`config.mk`:
```
export PLATFORM = sky130hd
export DESIGN_NAME = drawer_position_estimator_flat
export DESIGN_NICKNAME = d
export VERILOG_FILES = /design/src/rtl/dpe_pkg.sv /design/src/rtl/dpe_if.sv /design/src/rtl/drawer_position_estimator.sv /design/src/rtl/dpe_div.sv /design/src/rtl/dpe_ctrl.sv /design/src/rtl/dpe_dp.sv /design/src/flat_wrapper.sv
export SDC_FILE = /design/constraint.sdc
export NUM_CORES = 2
export LEC_CHECK = 0
export BUFFER_PORTS_ARGS = -buffer_cell sky130_fd_sc_hd__buf_2
export CORE_MARGIN = 4
export CORE_UTILIZATION = 46
export CTS_CLUSTER_SIZE = 30
export DETAILED_ROUTE_END_ITERATION = 16
export SLEW_MARGIN = 15
export SYNTH_ARGS = -nofsm -noshare
export SYNTH_HDL_FRONTEND = slang
export SYNTH_SLANG_ARGS = --single-unit
```
`constraint.sdc`:
```
create_clock -name clk -period 19.7 [get_ports clk]
set_clock_uncertainty 0.15 [all_clocks]
set_input_delay 2.955 -clock clk [delete_from_list [all_inputs] [get_ports clk]]
set_output_delay 2.955 -clock clk [all_outputs]
set_load 0.01 [all_outputs]
```
`src/rtl/dpe_pkg.sv`:
```
`timescale 1ns / 1ps
// ----------------------------------------------------------------------------
// Drawer position estimator package
// Shared types and constants for the drawer position estimator.
// ----------------------------------------------------------------------------
package dpe_pkg;

  // Fixed payload widths.
  localparam int unsigned DATA_W    = 32;
  localparam int unsigned GAIN_W    = 16;
  localparam int unsigned SPEED_W   = 16;
  localparam int unsigned NORM_W    = 8;
  localparam int unsigned CFG_IDX_W = 8;

  // Largest normalized position.
  localparam logic [DATA_W-1:0] NORM_MAX = 32'd255;

  // Reciprocal of 255: a 32-bit value times RECIP_255, shifted right by
  // RECIP_SHIFT, gives the exact quotient by 255.
  localparam logic [DATA_W-1:0] RECIP_255   = 32'h8080_8081;
  localparam int unsigned       RECIP_SHIFT = 39;

  // Operation codes carried by an input item.
  typedef enum logic [1:0] {
    OP_UPDATE       = 2'd0,
    OP_START_MOVE   = 2'd1,
    OP_SET_POSITION = 2'd2,
    OP_CONVERT      = 2'd3
  } op_t;

  // Configuration register indexes.
  localparam logic [CFG_IDX_W-1:0] REG_USE_ENCODER   = 8'd0;
  localparam logic [CFG_IDX_W-1:0] REG_INTEGRAL_GAIN = 8'd1;
  localparam logic [CFG_IDX_W-1:0] REG_ENC_EXTENT    = 8'd2;
  localparam logic [CFG_IDX_W-1:0] REG_OL_EXTENT     = 8'd3;

  // Controller states.
  typedef enum logic [2:0] {
    S_IDLE,
    S_PREP,
    S_DIV1_GO,
    S_DIV1_WAIT,
    S_APPLY,
    S_NORM_GO,
    S_NORM_WAIT,
    S_EMIT
  } state_t;

  // Commands from the controller to the datapath.
  typedef struct packed {
    logic capture;
    logic prep;
    logic div1_start;
    logic apply;
    logic norm_start;
    logic emit;
  } ctrl_cmd_t;

  // Status from the datapath to the controller.
  typedef struct packed {
    logic need_div1;
    logic div_done;
    logic out_free;
  } ctrl_stat_t;

endpackage

```
`src/rtl/dpe_if.sv`:
```
`timescale 1ns / 1ps
// ----------------------------------------------------------------------------
// Drawer position estimator channels
// Input, result and configuration channels with valid/ready handshakes.
// ----------------------------------------------------------------------------

// Input item channel.
interface dpe_in_if import dpe_pkg::*; ();
  logic                     valid;
  logic                     ready;
  logic [1:0]               operation;
  logic [DATA_W-1:0]        now_ms;
  logic [SPEED_W-1:0]       speed;
  logic signed [DATA_W-1:0] encoder_count;
  logic                     moving_out;
  logic signed [DATA_W-1:0] position_value;

  modport source (
    output valid, operation, now_ms, speed, encoder_count, moving_out, position_value,
    input  ready
  );
  modport sink (
    input  valid, operation, now_ms, speed, encoder_count, moving_out, position_value,
    output ready
  );
endinterface

// Result item channel.
interface dpe_out_if import dpe_pkg::*; ();
  logic                     valid;
  logic                     ready;
  logic signed [DATA_W-1:0] position;
  logic [NORM_W-1:0]        normed_position;
  logic [DATA_W-1:0]        scaled_position;
  logic                     counter_load;
  logic signed [DATA_W-1:0] counter_value;

  modport source (
    output valid, position, normed_position, scaled_position, counter_load, counter_value,
    input  ready
  );
  modport sink (
    input  valid, position, normed_position, scaled_position, counter_load, counter_value,
    output ready
  );
endinterface

// Configuration write channel.
interface dpe_cfg_if import dpe_pkg::*; ();
  logic                 valid;
  logic                 ready;
  logic [CFG_IDX_W-1:0] index;
  logic [DATA_W-1:0]    data;

  modport source (output valid, index, data, input ready);
  modport sink (input valid, index, data, output ready);
endinterface

```
`src/rtl/drawer_position_estimator.sv`:
```
`timescale 1ns / 1ps
// ----------------------------------------------------------------------------
// Drawer position estimator
// Tracks a drawer position by encoder counts or open-loop integration.
// ----------------------------------------------------------------------------
// Usage:
//   cfg takes register writes (encoder mode select, integral_gain, encoder
//   and open-loop extents) at any time the block is idle; cfg.ready is always
//   high. req carries one operation per item: update, start move, set
//   position or convert byte to counts. rsp returns exactly one item per
//   request with the position, its 0-255 normalized form, the convert
//   result and an optional encoder counter load request.
//   One item is worked on at a time. Every item runs one division for
//   normalization; open-loop updates run a second one first, both on the
//   single shared bit-serial divider. No new item is taken before the
//   result of the last one enters the output register; a new item is
//   taken the cycle after the result enters it, so a stalled result does
//   not block the next item until its own result is ready. Reset clears
//   the drawer state to zero and loads the register reset values.
// ----------------------------------------------------------------------------
module drawer_position_estimator import dpe_pkg::*; (
  input  logic   clk,
  input  logic   rst,
  dpe_cfg_if.sink  cfg,
  dpe_in_if.sink   req,
  dpe_out_if.source rsp
);

  ctrl_cmd_t  cmd;
  ctrl_stat_t stat;
  logic       in_ready;
  logic       cfg_we;

  assign cfg.ready = 1'b1;
  assign cfg_we    = cfg.valid && cfg.ready;
  assign req.ready = in_ready;

  // Sequencer.
  dpe_ctrl u_ctrl (
    .clk      (clk),
    .rst      (rst),
    .in_valid (req.valid),
    .in_ready (in_ready),
    .stat     (stat),
    .cmd      (cmd)
  );

  // Arithmetic and state.
  dpe_dp u_dp (
    .clk                 (clk),
    .rst                 (rst),
    .cfg_we              (cfg_we),
    .cfg_index           (cfg.index),
    .cfg_data            (cfg.data),
    .in_operation        (req.operation),
    .in_now_ms           (req.now_ms),
    .in_speed            (req.speed),
    .in_encoder_count    (req.encoder_count),
    .in_moving_out       (req.moving_out),
    .in_position_value   (req.position_value),
    .out_valid           (rsp.valid),
    .out_ready           (rsp.ready),
    .out_position        (rsp.position),
    .out_normed_position (rsp.normed_position),
    .out_scaled_position (rsp.scaled_position),
    .out_counter_load    (rsp.counter_load),
    .out_counter_value   (rsp.counter_value),
    .cmd                 (cmd),
    .stat                (stat)
  );

`ifndef NO_ASSERTIONS
  // An accepted item keeps the input closed while it is worked on.
  assert property (@(posedge clk) disable iff (rst)
    req.valid && req.ready |=> !req.ready)
    else $error("input accepted twice in a row");

  // A result is written only into a free output register.
  assert property (@(posedge clk) disable iff (rst)
    cmd.emit |-> stat.out_free)
    else $error("result overwrote a pending item");

  // Without a load request the counter value is zero.
  assert property (@(posedge clk) disable iff (rst)
    rsp.valid && !rsp.counter_load |-> rsp.counter_value == '0)
    else $error("counter value set without load request");

  // A new result follows an emit command, which comes after a finished normalization division.
  assert property (@(posedge clk) disable iff (rst)
    $rose(rsp.valid) |-> $past(cmd.emit))
    else $error("result appeared without emit");
`endif

endmodule

```
`src/rtl/dpe_div.sv`:
```
`timescale 1ns / 1ps
// ----------------------------------------------------------------------------
// Drawer position estimator divider
// Restoring unsigned divider, one quotient bit per cycle.
// ----------------------------------------------------------------------------
module dpe_div import dpe_pkg::*; (
  input  logic              clk,
  input  logic              rst,
  input  logic              start,
  input  logic [DATA_W-1:0] dividend,
  input  logic [DATA_W-1:0] divisor,
  output logic [DATA_W-1:0] quotient,
  output logic              done
);

  localparam int unsigned CNT_W = $clog2(DATA_W);

  logic              busy;
  logic [CNT_W-1:0]  cnt;
  logic [DATA_W-1:0] rem;
  logic [DATA_W-1:0] quo;
  logic [DATA_W-1:0] dsr;
  logic [DATA_W:0]   shifted;
  logic [DATA_W:0]   trial;

  // One trial subtraction of the shifted remainder.
  always_comb begin
    shifted = {rem, quo[DATA_W-1]};
    trial   = shifted - {1'b0, dsr};
  end

  // Control: count the quotient bits of one division.
  always_ff @(posedge clk) begin
    if (rst) begin
      busy <= 1'b0;
      cnt  <= '0;
      done <= 1'b0;
    end else begin
      done <= busy && (cnt == '0);
      if (start) begin
        busy <= 1'b1;
        cnt  <= CNT_W'(DATA_W - 1);
      end else if (busy) begin
        if (cnt == '0) begin
          busy <= 1'b0;
        end
        cnt <= cnt - CNT_W'(1);
      end
    end
  end

  // Datapath: remainder and quotient shift registers.
  always_ff @(posedge clk) begin
    if (start) begin
      rem <= '0;
      quo <= dividend;
      dsr <= divisor;
    end else if (busy) begin
      if (!trial[DATA_W]) begin
        rem <= trial[DATA_W-1:0];
        quo <= {quo[DATA_W-2:0], 1'b1};
      end else begin
        rem <= shifted[DATA_W-1:0];
        quo <= {quo[DATA_W-2:0], 1'b0};
      end
    end
  end

  assign quotient = quo;

endmodule

```
`src/rtl/dpe_ctrl.sv`:
```
`timescale 1ns / 1ps
// ----------------------------------------------------------------------------
// Drawer position estimator controller
// Sequences one item through product, an optional division, state update and
// normalization, then writes its result.
// ----------------------------------------------------------------------------
module dpe_ctrl import dpe_pkg::*; (
  input  logic       clk,
  input  logic       rst,
  input  logic       in_valid,
  output logic       in_ready,
  input  ctrl_stat_t stat,
  output ctrl_cmd_t  cmd
);

  state_t state;
  state_t state_next;

  // State register.
  always_ff @(posedge clk) begin
    if (rst) begin
      state <= S_IDLE;
    end else begin
      state <= state_next;
    end
  end

  // Next state.
  always_comb begin
    state_next = state;
    case (state)
      S_IDLE: begin
        if (in_valid) begin
          state_next = S_PREP;
        end
      end
      S_PREP: begin
        state_next = stat.need_div1 ? S_DIV1_GO : S_APPLY;
      end
      S_DIV1_GO: begin
        state_next = S_DIV1_WAIT;
      end
      S_DIV1_WAIT: begin
        if (stat.div_done) begin
          state_next = S_APPLY;
        end
      end
      S_APPLY: begin
        state_next = S_NORM_GO;
      end
      S_NORM_GO: begin
        state_next = S_NORM_WAIT;
      end
      S_NORM_WAIT: begin
        if (stat.div_done) begin
          state_next = S_EMIT;
        end
      end
      S_EMIT: begin
        if (stat.out_free) begin
          state_next = S_IDLE;
        end
      end
      default: begin
        state_next = S_IDLE;
      end
    endcase
  end

  // Outputs.
  always_comb begin
    cmd      = '0;
    in_ready = 1'b0;
    case (state)
      S_IDLE: begin
        in_ready    = 1'b1;
        cmd.capture = in_valid;
      end
      S_PREP: begin
        cmd.prep = 1'b1;
      end
      S_DIV1_GO: begin
        cmd.div1_start = 1'b1;
      end
      S_APPLY: begin
        cmd.apply = 1'b1;
      end
      S_NORM_GO: begin
        cmd.norm_start = 1'b1;
      end
      S_EMIT: begin
        cmd.emit = stat.out_free;
      end
      default: begin
        cmd = '0;
      end
    endcase
  end

endmodule

```
`src/rtl/dpe_dp.sv`:
```
`timescale 1ns / 1ps
// ----------------------------------------------------------------------------
// Drawer position estimator datapath
// Configuration registers, drawer state, multiplier, shared divider and the
// result register.
// ----------------------------------------------------------------------------
module dpe_dp import dpe_pkg::*; (
  input  logic                     clk,
  input  logic                     rst,
  // Configuration writes.
  input  logic                     cfg_we,
  input  logic [CFG_IDX_W-1:0]     cfg_index,
  input  logic [DATA_W-1:0]        cfg_data,
  // Input item payload.
  input  logic [1:0]               in_operation,
  input  logic [DATA_W-1:0]        in_now_ms,
  input  logic [SPEED_W-1:0]       in_speed,
  input  logic [DATA_W-1:0]        in_encoder_count,
  input  logic                     in_moving_out,
  input  logic [DATA_W-1:0]        in_position_value,
  // Result item.
  output logic                     out_valid,
  input  logic                     out_ready,
  output logic [DATA_W-1:0]        out_position,
  output logic [NORM_W-1:0]        out_normed_position,
  output logic [DATA_W-1:0]        out_scaled_position,
  output logic                     out_counter_load,
  output logic [DATA_W-1:0]        out_counter_value,
  // Controller link.
  input  ctrl_cmd_t                cmd,
  output ctrl_stat_t               stat
);

  // Configuration registers.
  logic              enc_mode;
  logic [GAIN_W-1:0] integral_gain;
  logic [DATA_W-1:0] encoder_max_extent;
  logic [DATA_W-1:0] open_loop_max_extent;

  // Drawer state.
  logic [DATA_W-1:0] drawer_position;
  logic [DATA_W-1:0] last_time;
  logic              direction_out;

  // Captured item.
  op_t                op;
  logic [DATA_W-1:0]  now_ms;
  logic [SPEED_W-1:0] speed;
  logic [DATA_W-1:0]  encoder_count;
  logic               moving_out;
  logic [DATA_W-1:0]  position_value;

  // Intermediate results.
  logic [DATA_W-1:0] product;
  logic [DATA_W-1:0] scaled;
  logic              load;
  logic [DATA_W-1:0] load_value;

  // Combinational helpers.
  logic [DATA_W-1:0]         extent;
  logic [DATA_W-1:0]         mul_a;
  logic [SPEED_W-1:0]        mul_b;
  logic [DATA_W+SPEED_W-1:0] mul_p;
  logic [2*DATA_W-1:0]       recip_p;
  logic [DATA_W-1:0]         recip_q;
  logic [DATA_W-1:0]         div_dividend;
  logic [DATA_W-1:0]         div_divisor;
  logic [DATA_W-1:0]         quotient;
  logic                      div_done;
  logic                      div_start;
  logic [DATA_W-1:0]         neg_count;
  logic [DATA_W-1:0]         increment;
  logic [DATA_W-1:0]         sum;
  logic [DATA_W-1:0]         norm_dividend;
  logic [NORM_W-1:0]         normed;

  // Configuration register writes; unknown indexes are dropped.
  always_ff @(posedge clk) begin
    if (rst) begin
      enc_mode             <= 1'b0;
      integral_gain        <= GAIN_W'(1);
      encoder_max_extent   <= DATA_W'(1);
      open_loop_max_extent <= DATA_W'(1);
    end else if (cfg_we) begin
      case (cfg_index)
        REG_USE_ENCODER:   enc_mode             <= cfg_data[0];
        REG_INTEGRAL_GAIN: integral_gain        <= cfg_data[GAIN_W-1:0];
        REG_ENC_EXTENT:    encoder_max_extent   <= cfg_data;
        REG_OL_EXTENT:     open_loop_max_extent <= cfg_data;
        default: begin
        end
      endcase
    end
  end

  // Active extent, with zero read as one.
  always_comb begin
    extent = enc_mode ? encoder_max_extent : open_loop_max_extent;
    if (extent == '0) begin
      extent = DATA_W'(1);
    end
  end

  // Capture the item payload at acceptance.
  always_ff @(posedge clk) begin
    if (cmd.capture) begin
      op             <= op_t'(in_operation);
      now_ms         <= in_now_ms;
      speed          <= in_speed;
      encoder_count  <= in_encoder_count;
      moving_out     <= in_moving_out;
      position_value <= in_position_value;
    end
  end

  // One multiplier: elapsed time times speed, or byte times extent.
  always_comb begin
    if (op == OP_UPDATE) begin
      mul_a = now_ms - last_time;
      mul_b = speed;
    end else begin
      mul_a = extent;
      mul_b = SPEED_W'(position_value[NORM_W-1:0]);
    end
    mul_p = {{SPEED_W{1'b0}}, mul_a} * {{DATA_W{1'b0}}, mul_b};
  end

  always_ff @(posedge clk) begin
    if (cmd.prep) begin
      product <= mul_p[DATA_W-1:0];
    end
  end

  // Conversion quotient by 255 through the reciprocal, exact for any
  // 32-bit product.
  always_comb begin
    recip_p = {{DATA_W{1'b0}}, product} * {{DATA_W{1'b0}}, RECIP_255};
    recip_q = DATA_W'(recip_p[2*DATA_W-1:RECIP_SHIFT]);
  end

  // Divider operand selection: the open-loop increment first, then the
  // normalization of the updated position.
  assign norm_dividend = {drawer_position[DATA_W-NORM_W-1:0], {NORM_W{1'b0}}}
                         - drawer_position;

  always_comb begin
    if (cmd.norm_start) begin
      div_dividend = norm_dividend;
      div_divisor  = extent;
    end else begin
      div_dividend = product;
      if (integral_gain == '0) begin
        div_divisor = DATA_W'(1);
      end else begin
        div_divisor = DATA_W'(integral_gain);
      end
    end
  end

  assign div_start = cmd.div1_start || cmd.norm_start;

  dpe_div u_div (
    .clk      (clk),
    .rst      (rst),
    .start    (div_start),
    .dividend (div_dividend),
    .divisor  (div_divisor),
    .quotient (quotient),
    .done     (div_done)
  );

  // Position arithmetic for the update operation.
  always_comb begin
    neg_count = '0 - encoder_count;
    increment = direction_out ? quotient : ('0 - quotient);
    sum       = drawer_position + increment;
  end

  // Apply the operation to the drawer state.
  always_ff @(posedge clk) begin
    if (rst) begin
      drawer_position <= '0;
      last_time       <= '0;
      direction_out   <= 1'b0;
    end else if (cmd.apply) begin
      case (op)
        OP_UPDATE: begin
          if (enc_mode) begin
            drawer_position <= neg_count[DATA_W-1] ? '0 : neg_count;
          end else begin
            drawer_position <= sum[DATA_W-1] ? '0 : sum;
            last_time       <= now_ms;
          end
        end
        OP_START_MOVE: begin
          direction_out <= moving_out;
          if (!enc_mode) begin
            last_time <= now_ms;
          end
        end
        OP_SET_POSITION: begin
          drawer_position <= position_value;
        end
        default: begin
        end
      endcase
    end
  end

  // Side results of the operation.
  always_ff @(posedge clk) begin
    if (cmd.apply) begin
      scaled     <= (op == OP_CONVERT) ? recip_q : '0;
      load       <= 1'b0;
      load_value <= '0;
      if (op == OP_UPDATE && enc_mode && neg_count[DATA_W-1]) begin
        load <= 1'b1;
      end
      if (op == OP_SET_POSITION && enc_mode) begin
        load       <= 1'b1;
        load_value <= position_value;
      end
    end
  end

  // Normalized position, saturated.
  assign normed = (quotient > NORM_MAX) ? NORM_MAX[NORM_W-1:0] : quotient[NORM_W-1:0];

  // Result register.
  always_ff @(posedge clk) begin
    if (rst) begin
      out_valid <= 1'b0;
    end else if (cmd.emit) begin
      out_valid <= 1'b1;
    end else if (out_ready) begin
      out_valid <= 1'b0;
    end
  end

  always_ff @(posedge clk) begin
    if (cmd.emit) begin
      out_position        <= drawer_position;
      out_normed_position <= normed;
      out_scaled_position <= scaled;
      out_counter_load    <= load;
      out_counter_value   <= load_value;
    end
  end

  // Status to the controller.
  always_comb begin
    stat.need_div1 = (op == OP_UPDATE) && !enc_mode;
    stat.div_done  = div_done;
    stat.out_free  = !out_valid || out_ready;
  end

endmodule
```
`src/flat_wrapper.sv`:
```
// flat-port wrapper written by rule: the top's interface ports become plain ports
module drawer_position_estimator_flat import dpe_pkg::*;
  (clk, rst, cfg_valid, cfg_index, cfg_data, cfg_ready, req_valid, req_operation, req_now_ms, req_speed, req_encoder_count, req_moving_out, req_position_value, req_ready, rsp_valid, rsp_position, rsp_normed_position, rsp_scaled_position, rsp_counter_load, rsp_counter_value, rsp_ready);
  dpe_cfg_if cfg_i ();
  dpe_in_if req_i ();
  dpe_out_if rsp_i ();
  input  logic clk;
  input  logic rst;
  input wire logic [$bits(cfg_i.valid)-1:0] cfg_valid;
  input wire logic [$bits(cfg_i.index)-1:0] cfg_index;
  input wire logic [$bits(cfg_i.data)-1:0] cfg_data;
  output wire logic [$bits(cfg_i.ready)-1:0] cfg_ready;
  input wire logic [$bits(req_i.valid)-1:0] req_valid;
  input wire logic [$bits(req_i.operation)-1:0] req_operation;
  input wire logic [$bits(req_i.now_ms)-1:0] req_now_ms;
  input wire logic [$bits(req_i.speed)-1:0] req_speed;
  input wire logic [$bits(req_i.encoder_count)-1:0] req_encoder_count;
  input wire logic [$bits(req_i.moving_out)-1:0] req_moving_out;
  input wire logic [$bits(req_i.position_value)-1:0] req_position_value;
  output wire logic [$bits(req_i.ready)-1:0] req_ready;
  output wire logic [$bits(rsp_i.valid)-1:0] rsp_valid;
  output wire logic [$bits(rsp_i.position)-1:0] rsp_position;
  output wire logic [$bits(rsp_i.normed_position)-1:0] rsp_normed_position;
  output wire logic [$bits(rsp_i.scaled_position)-1:0] rsp_scaled_position;
  output wire logic [$bits(rsp_i.counter_load)-1:0] rsp_counter_load;
  output wire logic [$bits(rsp_i.counter_value)-1:0] rsp_counter_value;
  input wire logic [$bits(rsp_i.ready)-1:0] rsp_ready;
  assign cfg_i.valid = cfg_valid;
  assign cfg_i.index = cfg_index;
  assign cfg_i.data = cfg_data;
  assign cfg_ready = cfg_i.ready;
  assign req_i.valid = req_valid;
  assign req_i.operation = req_operation;
  assign req_i.now_ms = req_now_ms;
  assign req_i.speed = req_speed;
  assign req_i.encoder_count = req_encoder_count;
  assign req_i.moving_out = req_moving_out;
  assign req_i.position_value = req_position_value;
  assign req_ready = req_i.ready;
  assign rsp_valid = rsp_i.valid;
  assign rsp_position = rsp_i.position;
  assign rsp_normed_position = rsp_i.normed_position;
  assign rsp_scaled_position = rsp_i.scaled_position;
  assign rsp_counter_load = rsp_i.counter_load;
  assign rsp_counter_value = rsp_i.counter_value;
  assign rsp_i.ready = rsp_ready;
  drawer_position_estimator u_core (.clk(clk), .rst(rst), .cfg(cfg_i), .req(req_i), .rsp(rsp_i));
endmodule
```
# --- Yosys cells after proc, flatten, opt, wreduce, memory -nomap -nowiden ---
# Index checks and enable logic that the tools add are counted.
op_classes:
  add_sub_neg: 7
  n_mul: 2
  n_div: 0
  magnitude_cmp: 1
  n_eq_ne: 17
  shift: 0
  muxes: 37
  bitwise_logic: 1
  reduce_logical: 27
op_table:
  columns: ["cell", "count"]
  rows:
  - ["32-bit 2-to-1 mux", 9]
  - ["31-bit 2-to-1 mux", 3]
  - ["32-bit by 32-bit multiplier with 64-bit output (second input constant)", 1]
  - ["32-bit case mux with 2 select lines", 1]
  - ["1-bit by 32-bit subtractor with 32-bit output (first input constant)", 2]
  - ["32-bit subtractor", 2]
  - ["33-bit by 32-bit subtractor with 33-bit output", 1]
  - ["32-bit adder", 1]
  - ["32-bit by 8-bit > comparator with 1-bit output (second input constant)", 1]
  - ["32-bit zero test", 1]
  - ["32-bit by 16-bit multiplier with 32-bit output", 1]
  - ["16-bit 2-to-1 mux", 2]
  - ["3-bit case mux with 8 select lines", 1]
  - ["8-bit by 2-bit equality test with 1-bit output (second input constant)", 2]
  - ["16-bit zero test", 1]
  - ["3-bit 2-to-1 mux", 5]
  - ["1-bit 2-to-1 mux", 14]
  - ["3-bit equality test (second input constant)", 4]
  - ["2-bit AND reduction", 6]
  - ["5-bit 2-to-1 mux", 2]
  - ["8-bit by 1-bit equality test with 1-bit output (second input constant)", 1]
  - ["8-bit zero test", 1]
  - ["3-bit by 2-bit equality test with 1-bit output (second input constant)", 2]
  - ["2-bit nonzero test", 3]
  - ["16 further kinds", 25]
totals:
  regBits: 570
  latch_bits: 0
  mem_bits_rw: 0
  rom_bits: 0
  in_bits: 160
  output_inout_bits: 108
  word_cells: 123
  memories: 0

# --- Depth between registers and ports, before layout ---
depth:
  word_depth: 6
  depth_mapped: 39
  ltp_nobuf: 38

# --- Modules after synthesis ---
# Synthesis repeated with hierarchy kept, for this count alone.
hier_totals:
  cells_unflattened: 4718
  hier_area_um2: 45780.2
by_module_without_submodules:
  columns: ["module", "n_inst", "cells_per_inst", "area_per_inst_um2", "seq_area_each_um2"]
  rows:
  - ["dpe_dp", 1, 4106, 39491.6, 12041.5]
  - ["dpe_div", 1, 573, 5973.2, 2702.6]
  - ["dpe_ctrl", 1, 37, 304.0, 60.1]
  - ["drawer_position_estimator", 1, 2, 11.3, 0.0]

# --- Worst setup path before layout ---
# Ideal clock, no wire load.
synth_path:
  path_kind: "register to register"
  from: "register u_core.u_dp.last_time[1]"
  to: "register u_core.u_dp.product[31], data pin"
  setup_time_ns: 0.258
  arrival_ns: 8.239
  required_ns: 19.292
  setup_slack_ns: 11.053
  stages_incl_launch_ff: 39
  period_less_slack_ns: 8.647
  cell_sequence: "dfxtp_1 -> inv_1 -> ha_1 -> nor2b_1 -> o31a_1 -> o311a_1 -> nor2_1 -> o21ai_0 -> a21oi_1 -> xnor2_1 -> nor2_1 -> a21oi_1 -> clkbuf_1 -> nand2_1 -> fa_1 -> fa_1 -> fa_1 -> inv_1 -> [... 3 more ...] -> fa_1 -> inv_1 -> ha_1 -> a21oi_1 -> nor2b_1 -> o21ai_0 -> nand2b_1 -> nor4_1 -> a2111o_1 -> a21boi_0 -> nor3_1 -> o21bai_1 -> a21oi_1 -> o21bai_1 -> a31oi_1 -> xor2_1 -> xor3_1 -> xnor2_1"
synth_via:
  elab_chain_cells: 3
synth_rtl:
  columns: ["item", "line", "source"]
  rows:
  - ["from (decl)", "dpe_dp.sv:42", "logic [DATA_W-1:0] last_time;"]
  - ["from (signal assigned)", "dpe_dp.sv:192", "last_time <= now_ms;"]
  - ["from (signal assigned)", "dpe_dp.sv:198", "last_time <= now_ms;"]
  - ["32-bit subtractor", "dpe_dp.sv:119", "mul_a = now_ms - last_time;"]
  - ["32-bit 2-to-1 mux", "dpe_dp.sv:118", "if (op == OP_UPDATE) begin"]
  - ["32-bit by 16-bit multiplier with 32-bit output", "dpe_dp.sv:125", "mul_p = {{SPEED_W{1'b0}}, mul_a} * {{DATA_W{1'b0}}, mul_b};"]
  - ["named net u_core.u_dp.mul_p[31]", "dpe_dp.sv:63", "logic [DATA_W+SPEED_W-1:0] mul_p;"]
  - ["to (signal assigned)", "dpe_dp.sv:130", "product <= mul_p[DATA_W-1:0];"]
  - ["to (decl)", "dpe_dp.sv:54", "logic [DATA_W-1:0] product;"]
# The timed path passes the listed nets, and every way through them passes these cells.
# A chain may end at the register's enable or synchronous reset.

# --- Worst setup path after layout ---
layout_path:
  from: "register u_core.u_dp.now_ms[0]"
  to: "register u_core.u_dp.product[31], data pin"
layout_via:
  elab_chain_cells: 3
layout_rtl:
  columns: ["item", "line", "source"]
  rows:
  - ["from (decl)", "dpe_dp.sv:47", "logic [DATA_W-1:0] now_ms;"]
  - ["from (signal assigned)", "dpe_dp.sv:108", "now_ms <= in_now_ms;"]
  - ["32-bit subtractor", "dpe_dp.sv:119", null]
  - ["32-bit 2-to-1 mux", "dpe_dp.sv:118", null]
  - ["32-bit by 16-bit multiplier with 32-bit output", "dpe_dp.sv:125", null]
  - ["named net u_core.u_dp.mul_p[31]", "dpe_dp.sv:63", null]
# The timed path passes the listed nets, and every way through them passes these cells.

==> results.yml <==
status:
  outcome: "completed"
die:
  core_area_sq_um: 96600
  design.die.area_sq_um: 102000
  boundaryPins: 268
  rows: 114
  die_x_um: 320
  start_util_pct: 46.3
  fp.dieH_um: 320
timing:
  finalHoldViolations: 0
  totalNegativeSetupSlack_ns: 0
  maxSlewViolCount: 0
  setup_viol_count_final: 0
  tightestPinTransition_ns: 1.20
  max_clock_freq_ghz: 0.102
  fin_crit_ns: 9.82
  period_share_pct: 49.8
  timing.slew.headroom_pct: 19.3
  unrepaired_setup_endpoints_after_global_routing: "false"
synth:
  synth_edf_count: 367
  synth_xor_xnor_area_share_pct: 4.85
  synth-seq-area-share_pct: 33.1
  netlist_top_cells_area: "sky130_fd_sc_hd__edfxtp_1 25%, sky130_fd_sc_hd__fa_1 16%, sky130_fd_sc_hd__ha_1 13%, sky130_fd_sc_hd__dfxtp_1 8.5%, sky130_fd_sc_hd__inv_1 4.9%"
  synthCells: 4638
  synth.lib_cells_used.distinct: 83
  synth_top_area_cell: "sky130_fd_sc_hd__edfxtp_1"
  fraction_of_registers_with_async_set_or_reset_after_synthesis_pct: 0
  post-synth-top-area-fraction_pct: 24.7
  postSynthRegisterBits: 556
  fraction_of_the_mapped_netlist_area_in_compound_gates_pct: 11.3
  synth.area.mux_share_pct: 2.03
  synthAdderAreaFrac_pct: 28.5
  ys_warn_count: 0
  synthFlopType: "sky130_fd_sc_hd__edfxtp_1"
  post_synth_and_or_nand_nor_area_fraction_pct: 13.7
  synthesis.area_per_instance_sq_um: 9.63
  main_combinational_cell_family_by_area_after_synthesis: "adder cells"
  synth_area_sq_um: 44700
routing:
  detail_route.wirelength_um: 137000
  detail_route.iter0.violations: 3113
  route.detailed.vias_per_inst: 5.54
  routedWlPerCell_um: 22.2
  antenna_left: 0
  detailroute.via_count: 34300
  route.detailed.drc: 0
  detail_route.first_pass.iterations: 6
setup_path:
  cp-start-kind: "flop"
  critical_path.n_buffers_inverters: 4
  crit_required_ns: 19.94
  crit_path_end_kind: "flop"
  critPathMaxFanout: 10
  timing.critical_path.arrival_ns: 10.06
  cp_max_stage_cell: "sky130_fd_sc_hd__a21oi_1"
  critical-path-top-cell-by-count: "sky130_fd_sc_hd__fa_1"
  cpLargestDelayFamily: "adder cells"
  worst_path_largest_cell_delay_ns: 0.76
  setup.worst_path.class: "flop to flop"
flow_run:
  timing.max_cap.violations: 0
place:
  portBuffers: 259
  hpwl_dp_um: 108000
  gp_congestion: 0.957
cts:
  clock_tree.root_cell: "sky130_fd_sc_hd__clkbuf_16"
  clk_transition_reported_paths_ns: 0.06
  resize_count_post_cts: 0
  tritoncts: "yes"
  post_cts_hold_buffer_count: 0
  cts_htree_levels: 3
  worst_skew_pair.late_latency_ns: 0.64
  cts.sink_count: 556
  largest_buffer_count_on_any_clock_path: 3
  cts-buffers-inserted: 66
  postCtsSetupRepairBufs: 0
finish:
  flow.area_growth_from_synthesis_pct: 10.9
  utilization_pct: 51.3
  num-nets-final: 5814
  share_of_cells_above_drive_strength_1_pct: 9.55
min_path:
  min-delay-path-class: "flop to flop"
global_route:
  grt_first_pass_wirelength_um: 207000
  number_of_global_route_vias_before_repair: 33600
  grt_usage_pct: 26.6
  grt_max_degree: 89
  global_route.overflow_total: 0
  antenna_violations_before_repair: 13
[cell usage in the layout (no fill, tap or decap), types with 103 or more instances in the layout]
| cell | n |
|---|---|
| sky130_fd_sc_hd__inv_1 | 581 |
| sky130_fd_sc_hd__xnor2_1 | 138 |
| sky130_fd_sc_hd__nand2_1 | 584 |
| sky130_fd_sc_hd__dfxtp_1 | 187 |
| sky130_fd_sc_hd__buf_2 | 258 |
| sky130_fd_sc_hd__xor2_1 | 103 |
| sky130_fd_sc_hd__o21ai_0 | 155 |
| sky130_fd_sc_hd__edfxtp_1 | 367 |
| sky130_fd_sc_hd__fa_1 | 354 |
| sky130_fd_sc_hd__nor2_1 | 384 |
| sky130_fd_sc_hd__a21oi_1 | 307 |
| sky130_fd_sc_hd__ha_1 | 452 |
[per-stage QoR]
stage	area, sq um	setup WS, ns	hold slack (ns)	instances
final	49500	9.88	0.262	6185
after global routing	49500	9.28	0.271	6180
after CTS	49500	9.95	0.264	6175
after detailed placement	47400	9.95	0.255	6056
after global placement	47400	9.99	0.251	6056
after floorplan	44700	11.05	0.250	4644
[worst paths after layout]
kind | start | endpoint | slack [ns] | cells after the start
max | u_core.u_dp.now_ms[0]$_DFFE_PP_ | u_core.u_dp.product[31]$_DFFE_PN_ | 9.88 | 37
max reg2reg | u_core.u_dp.now_ms[0]$_DFFE_PP_ | u_core.u_dp.product[31]$_DFFE_PN_ | 9.88 | 37
min reg2reg | u_core.u_dp.load_value[3]$_SDFFCE_PN0P_ | u_core.u_dp.out_counter_value[3]$_DFFE_PP_ | 0.26 | 0
min | u_core.u_dp.load_value[3]$_SDFFCE_PN0P_ | u_core.u_dp.out_counter_value[3]$_DFFE_PP_ | 0.26 | 0
[area by class of cell]
| cell class | count | area, sq um |
|---|---|---|
| Clock buffer | 85 | 1790 |
| Multi-Input combinational cell | 3325 | 27100 |
| Antenna cell | 10 | 25.0 |
| Timing Repair Buffer | 314 | 1720 |
| Fill cell | 9007 | 47000 |
| Clock inverter | 34 | 343 |
| Inverter | 585 | 2200 |
| Tap cell | 1276 | 1600 |
| Sequential cell | 556 | 14800 |
[layer usage]
| metal | up-vias | global-route usage (%) | wire length (um) |
|---|---|---|---|
| met5 | - | 0 | 13 |
| met4 | 2 | 8.86 | 4970 |
| met3 | 235 | 5.94 | 11600 |
| met2 | 1309 | 41.5 | 61200 |
| met1 | 16700 | 36.8 | 59700 |
| li1 | 16100 | - | - |
[Yosys cell counts (all sizes together) (51+ instances only)]
library cell and n:
a21o 86, a21oi 309, and3 51, clkbuf 155, dfxtp 189, edfxtp 367
fa 354, ha 452, inv 584, mux2i 86, nand2 584, nor2 389
nor3 67, o21ai 166, xnor2 139, xor2 103
[kinds of logic (layout without fill, tap and decap cells)]
group / Yosys count / count (layout)
simple gates: 1374 / 1374
fa+ha+maj: 806 / 806
compound gates: 803 / 803
buf+inv: 763 / 1018
flops: 556 / 556
xor+xnor: 244 / 244
mux: 90 / 90
other cells: 2 / 18
Power is not shown: default switching activity piles up to over one toggle a cycle in this logic, so the estimate is an artifact.
